<file path="src/matrix_multiply_engine_macros.svh">
// ---------------------------------------------------------------------------
// matrix multiply engine assertion macros
// checking helpers for the matrix_multiply_engine module
// ---------------------------------------------------------------------------
`ifndef MATRIX_MULTIPLY_ENGINE_MACROS_SVH
`define MATRIX_MULTIPLY_ENGINE_MACROS_SVH

// implication checked on every edge outside reset
`define MME_ASSERT(label, prop, msg) \
  label: assert property (@(posedge clk) disable iff (!rst_n) (prop)) else $error(msg);

// implication checked on every edge, reset included
`define MME_ASSERT_ALWAYS(label, prop, msg) \
  label: assert property (@(posedge clk) (prop)) else $error(msg);

`endif

</file>
<file path="src/mme_pkg.sv">
// ---------------------------------------------------------------------------
// mme_pkg
// shared types, constants and helpers of the matrix multiply engine
// ---------------------------------------------------------------------------
package mme_pkg;

  localparam int MAX_DIM   = 8;
  localparam int FRAC_BITS = 16;
  localparam int IDX_W     = $clog2(MAX_DIM);
  localparam int ADDR_W    = 2 * IDX_W;
  localparam int DEPTH     = MAX_DIM * MAX_DIM;
  localparam int DIM_W     = 4;
  localparam int VAL_W     = 32;
  localparam int PROD_W    = 2 * VAL_W;
  localparam int ACC_W     = PROD_W + IDX_W;
  localparam int CFG_A_W   = 2;
  localparam int WAIT_CYC  = MAX_DIM + 2;
  localparam int WAIT_W    = $clog2(WAIT_CYC + 1);

  typedef enum logic [1:0] {
    REQ_LOAD_A = 2'd0,
    REQ_LOAD_B = 2'd1,
    REQ_START  = 2'd2
  } req_t;

  typedef enum logic [CFG_A_W-1:0] {
    REG_ROWS_A    = 2'd0,
    REG_INNER_DIM = 2'd1,
    REG_COLS_B    = 2'd2
  } reg_idx_t;

  typedef enum logic [1:0] {
    S_IDLE,
    S_FEED,
    S_WAIT,
    S_EMIT
  } state_t;

  // one word travelling along the cell chain
  typedef struct packed {
    logic                    vld;
    logic                    first;
    logic [IDX_W-1:0]        k;
    logic signed [VAL_W-1:0] a;
  } cell_bus_t;

  typedef struct packed {
    logic [VAL_W-1:0] value;
    logic             sat;
  } sat_res_t;

  // register value to last index, 0 acts as 1 and oversize as MAX_DIM
  function automatic logic [IDX_W-1:0] dim_last(input logic [DIM_W-1:0] v);
    logic [IDX_W-1:0] r;
    if (v == '0) r = '0;
    else if (v > DIM_W'(MAX_DIM)) r = IDX_W'(MAX_DIM - 1);
    else r = IDX_W'(v - DIM_W'(1));
    return r;
  endfunction

  // floor shift by the fraction width, then clip to 32 bits
  function automatic sat_res_t scale_sat(input logic signed [ACC_W-1:0] acc);
    logic signed [ACC_W-1:0] sh;
    sat_res_t r;
    sh = acc >>> FRAC_BITS;
    if ((&sh[ACC_W-1:VAL_W-1]) || !(|sh[ACC_W-1:VAL_W-1])) begin
      r.value = sh[VAL_W-1:0];
      r.sat   = 1'b0;
    end else begin
      r.value = sh[ACC_W-1] ? {1'b1, {(VAL_W-1){1'b0}}} : {1'b0, {(VAL_W-1){1'b1}}};
      r.sat   = 1'b1;
    end
    return r;
  endfunction

endpackage

</file>
<file path="src/mme_cell.sv">
// ---------------------------------------------------------------------------
// mme_cell
// one result column: holds a column of B, multiplies the passing A element
// and accumulates at full precision, forwards the word to the next cell
// ---------------------------------------------------------------------------
module mme_cell (
  input  logic                              clk,
  input  logic                              rst_n,
  input  mme_pkg::cell_bus_t                cell_in,
  input  logic                              b_we,
  input  logic [mme_pkg::IDX_W-1:0]         b_addr,
  input  logic [mme_pkg::VAL_W-1:0]         b_data,
  output mme_pkg::cell_bus_t                cell_out,
  output logic signed [mme_pkg::ACC_W-1:0]  acc
);

  logic [mme_pkg::VAL_W-1:0]          b_col [mme_pkg::MAX_DIM];
  logic signed [mme_pkg::PROD_W-1:0]  prod_r, prod_nxt;
  logic                               prod_vld_r, prod_first_r;
  logic signed [mme_pkg::ACC_W-1:0]   acc_r, acc_nxt, prod_ext;
  mme_pkg::cell_bus_t                 fwd_r;

  always_ff @(posedge clk) begin
    if (b_we) begin
      b_col[b_addr] <= b_data;
    end
  end

  assign prod_nxt = $signed(cell_in.a) * $signed(b_col[cell_in.k]);
  assign prod_ext = {{(mme_pkg::ACC_W - mme_pkg::PROD_W){prod_r[mme_pkg::PROD_W-1]}}, prod_r};

  always_comb begin
    acc_nxt = acc_r;
    if (prod_vld_r) begin
      acc_nxt = prod_first_r ? prod_ext : acc_r + prod_ext;
    end
  end

  always_ff @(posedge clk) begin
    if (!rst_n) begin
      prod_vld_r   <= 1'b0;
      prod_first_r <= 1'b0;
      fwd_r        <= '0;
    end else begin
      prod_vld_r   <= cell_in.vld;
      prod_first_r <= cell_in.first;
      fwd_r        <= cell_in;
    end
  end

  always_ff @(posedge clk) begin
    prod_r <= prod_nxt;
    acc_r  <= acc_nxt;
  end

  assign cell_out = fwd_r;
  assign acc      = acc_r;

endmodule

</file>
<file path="config.mk">
export PLATFORM = sky130hd
export DESIGN_NAME = mme_cell
export DESIGN_NICKNAME = d
export VERILOG_FILES = /design/src/matrix_multiply_engine_macros.svh /design/src/mme_pkg.sv /design/src/mme_cell.sv
export SDC_FILE = /design/constraint.sdc
export NUM_CORES = 2
export LEC_CHECK = 0
export ABC_AREA = 1
export BUFFER_PORTS_ARGS = -buffer_cell sky130_fd_sc_hd__buf_4
export CAP_MARGIN = 20
export CORE_UTILIZATION = 50
export CTS_CLUSTER_DIAMETER = 40
export DETAILED_ROUTE_END_ITERATION = 12
export PLACE_DENSITY = 0.76
export SYNTH_ARGS = -nofsm -noshare
export SYNTH_HDL_FRONTEND = slang
export SYNTH_SLANG_ARGS = --single-unit
export TNS_END_PERCENT = 100
</file>
<file path="constraint.sdc">
create_clock -name clk -period 18.4 [get_ports clk]
set_clock_uncertainty 0.05 [all_clocks]
set_input_delay 0.92 -clock clk [delete_from_list [all_inputs] [get_ports clk]]
set_output_delay 0.92 -clock clk [all_outputs]
set_load 0.05 [all_outputs]
</file>
==> impl_results.md <==
* Tmin final at 10330 ps
* Flop2flop setup slack at 9320 ps
* Post-CTS Setup Inserts at 0
* Net Count, Synth at 7861
* Die ar. at 0.115 mm2
* Post-synth EDFFs at 323
* Post-DP HPWL at 148000 um
* Synth Flop Type: edfxtp_1
* Drt drc at 0
* Hold depth at 3
* Met1 GRT Util at 44.3%
* Worst EP required at 18860 ps
* Max-Cap Viols at 0
* CTS root buffer: clkbuf_16
* Largest net degree at the start of global routing at 109
* Synth async-reset ratio at 0%
* Hold_sp: cell_in[35]
* Die height at 340 um
* Layout cell share with drive strength beyond 1 at 7.15%
* Die width at 340 um
* Pins Over Slew Limit at 0
* Num CTS Buffers at 71
* FP Rows at 123
* Hold buffers post-CTS at 0
* Period utilization at 56.1%
* Drt first pass iters at 6
* Reg2Reg Capture Point: prod_r[49]
* Setup TNS at 0 ps
* Nets@finish at 7923
* Yosys warns at 0
* Hold WC Path Type: input port to flip-flop
* GRT Total Usage at 34.1%
* CP Capture Type: flip-flop
* Reg2reg path depth at 26
* Later-pin clock latency in the skew report at 660 ps
* H-tree levels at 3
* WL final at 192000 um
* Starting Density at 50.6%
* Sequential fraction of the synthesis area at 20.5%
* Mapped Cells at 6453
* Clock-pin slew on the worst setup and hold paths at 40 ps
* Max Freq at 96.8 MHz
* WL/cell at 23.8 um
* GRT busiest layer: met2
* CTS tree: built
* WS Path Type: input port to flip-flop
* Post-synthesis average cell area at 8.84 um2
* Worst Max-Slew Pin Slew at 1180 ps
* Resized Gates After CTS at 0
* Core Area at 0.113 mm2
* RSZ-0062 raised after global routing: false
* Layout area overhead at 8.58%
* R2r startpoint: b_col[6][10]
* Met3 Use GR at 9.73%
* Yosys cell types at 54
* Max clock buf depth at 3
* First-pass GRT wire length at 293000 um
* Iter 0 DRT Violations at 5028
* CP startpoint kind: input port
* Vias in the first global route at 48504
* Initial antenna violation count at 6
* Via count at 45830
* Placer Congestion at 1.02
* # setup viols final at 0
* Worst path arrival time at 10790 ps
* Slew headroom at 21.1%
* Status: finished clean
* Vias/cell at 5.67
* Hold endpoint: cell_out[35]
* GRT met2 Usage at 51.3%
* #FFs+latches synth at 424
* Ports at 179
* GRT Residual Overflow at 0
* Synth Cell Area at 0.0570 mm2
* Maximum fanout along the worst path at 108
* CTS Sinks at 424
* # fillers at 10011
* Final instance area at 0.0619 mm2
* IO buf count at 178
* Final hold violations at 0
* Cell Area, Placed at 0.0594 mm2
* ANT nets after route at 0
* Final cell utilization of the core at 54.9%
## cells by family (layout without fill, tap and decap cells)
logic type               after synthesis  after routing  synth area share [%]
adder cells (fa/ha/maj)             1333           1333                  43.5
AO/OA/AOI/OAI                        472            472                  4.93
flip-flops                           424            424                  20.5
AND/OR/NAND/NOR                     2463           2463                  17.4
multiplexers                          62             62                  1.09
other                                  0              7                     0
buffers and inverters               1625           1745                  11.4
XOR/XNOR                              74             74                  1.14
## cells in the mapped netlist, types with 3 or more instances
master | instances | area [um2]
ha_1 | 250 | 3130
o21a_1 | 4 | 30.0
a21oi_1 | 163 | 816
buf_6 | 30 | 338
nand4_1 | 24 | 150
buf_4 | 24 | 180
inv_1 | 1354 | 5080
nand3_1 | 138 | 691
dfxtp_1 | 101 | 2020
o21ai_2 | 4 | 35.0
inv_2 | 22 | 82.6
xnor2_1 | 26 | 228
edfxtp_1 | 323 | 9700
or2_2 | 12 | 75.1
clkbuf_1 | 116 | 435
o211ai_1 | 3 | 22.5
nand3b_1 | 27 | 203
nor4_1 | 14 | 87.6
o221ai_1 | 60 | 526
a21boi_0 | 6 | 45.0
nor2_1 | 851 | 3190
buf_2 | 62 | 310
o21ai_0 | 153 | 766
nand2_1 | 1297 | 4870
o21bai_1 | 30 | 225
nor2_2 | 51 | 319
o21ai_1 | 11 | 55.1
or2_1 | 5 | 31.3
fa_1 | 1083 | 21700
xor2_1 | 48 | 420
nor3_1 | 19 | 95.1
a21o_1 | 14 | 105
nand2_2 | 15 | 93.8
clkinv_1 | 11 | 41.3
a31oi_1 | 13 | 81.3
mux2i_1 | 62 | 621
nand3_2 | 3 | 30.0
## cell usage in the layout (no fill, tap or decap), types with 8 or more instances in the layout
cell and instances:
a21o_1 14, a21oi_1 163, a31oi_1 13, buf_4 221, clkbuf_1 10, clkbuf_16 71
clkbuf_8 8, clkinv_1 14, clkinv_2 8, dfxtp_1 99, edfxtp_1 323, fa_1 1083
ha_1 250, inv_1 1354, inv_2 22, mux2i_1 62, nand2_1 1297, nand2_2 15
nand3_1 138, nand3b_1 27, nand4_1 24, nor2_1 843, nor2_2 51, nor2_4 8
nor3_1 19, nor4_1 14, o21ai_0 153, o21ai_1 11, o21bai_1 30, o221ai_1 60
or2_2 12, xnor2_1 26, xor2_1 48
## worst max path at each step
stage / slack (ps) / startpoint / endpoint / cells after the start
CTS: 8380 / cell_in[33] / prod_r[49] / 28
floorplan: 9990 / cell_in[32] / prod_r[54] / 32
finish: 8070 / cell_in[33] / prod_r[49] / 28
global route: 7700 / cell_in[33] / prod_r[49] / 28
global placement: 7900 / cell_in[33] / prod_r[49] / 28
detailed placement: 7750 / cell_in[33] / prod_r[49] / 28
## area by class of cell
type	instances	area, um2	share of cell area, %
Inverter	1389	5220	8.43
Timing Repair Buffer	225	1760	2.84
Sequential cell	424	11700	18.9
Clock inverter	42	559	0.903
Multi-Input combinational cell	4404	38900	62.7
Antenna cell	7	17.5	0.0283
Clock buffer	89	1920	3.11
Tap cell	1500	1880	3.03
## worst max-delay path, stage by stage
cell	delay [ps]
buf_4	210
buf_4	830
o21ai_0	290
o221ai_1	280
nand2_2	320
inv_2	550
nand2_1	140
fa_1	620
fa_1	480
fa_1	610
inv_1	80
fa_1	890
inv_1	380
fa_1	580
inv_1	60
fa_1	550
fa_1	430
fa_1	460
ha_1	540
nand2_1	150
nor2_1	130
inv_1	90
nor2_1	170
inv_1	90
nor2_1	180
nand4_1	140
nand3_1	160
xor2_1	340
## stage by stage
step                      hold WS (ps)  cells  setup WS [ps]
final                              424   8080           8070
after detailed placement           479   7940           7750
after global routing               423   8073           7700
after floorplan                    455   6453           9990
after global placement             462   7938           7900
after CTS                          397   8071           8380
## registers in the layout, indices dropped and copies added (netlist names)
register	count
prod_r	64
acc	67
b_col	256
cell_out	37
## routing by layer
| layer | part of all wire, % | routed length (um) |
|---|---|---|
| met4 | 6.8 | 13100 |
| met5 | 0.071 | 136 |
| met2 | 43 | 82700 |
| met1 | 37 | 72000 |
| met3 | 13 | 24300 |
Power is not shown: default switching activity piles up to over one toggle a cycle in this logic, so the estimate is an artifact.
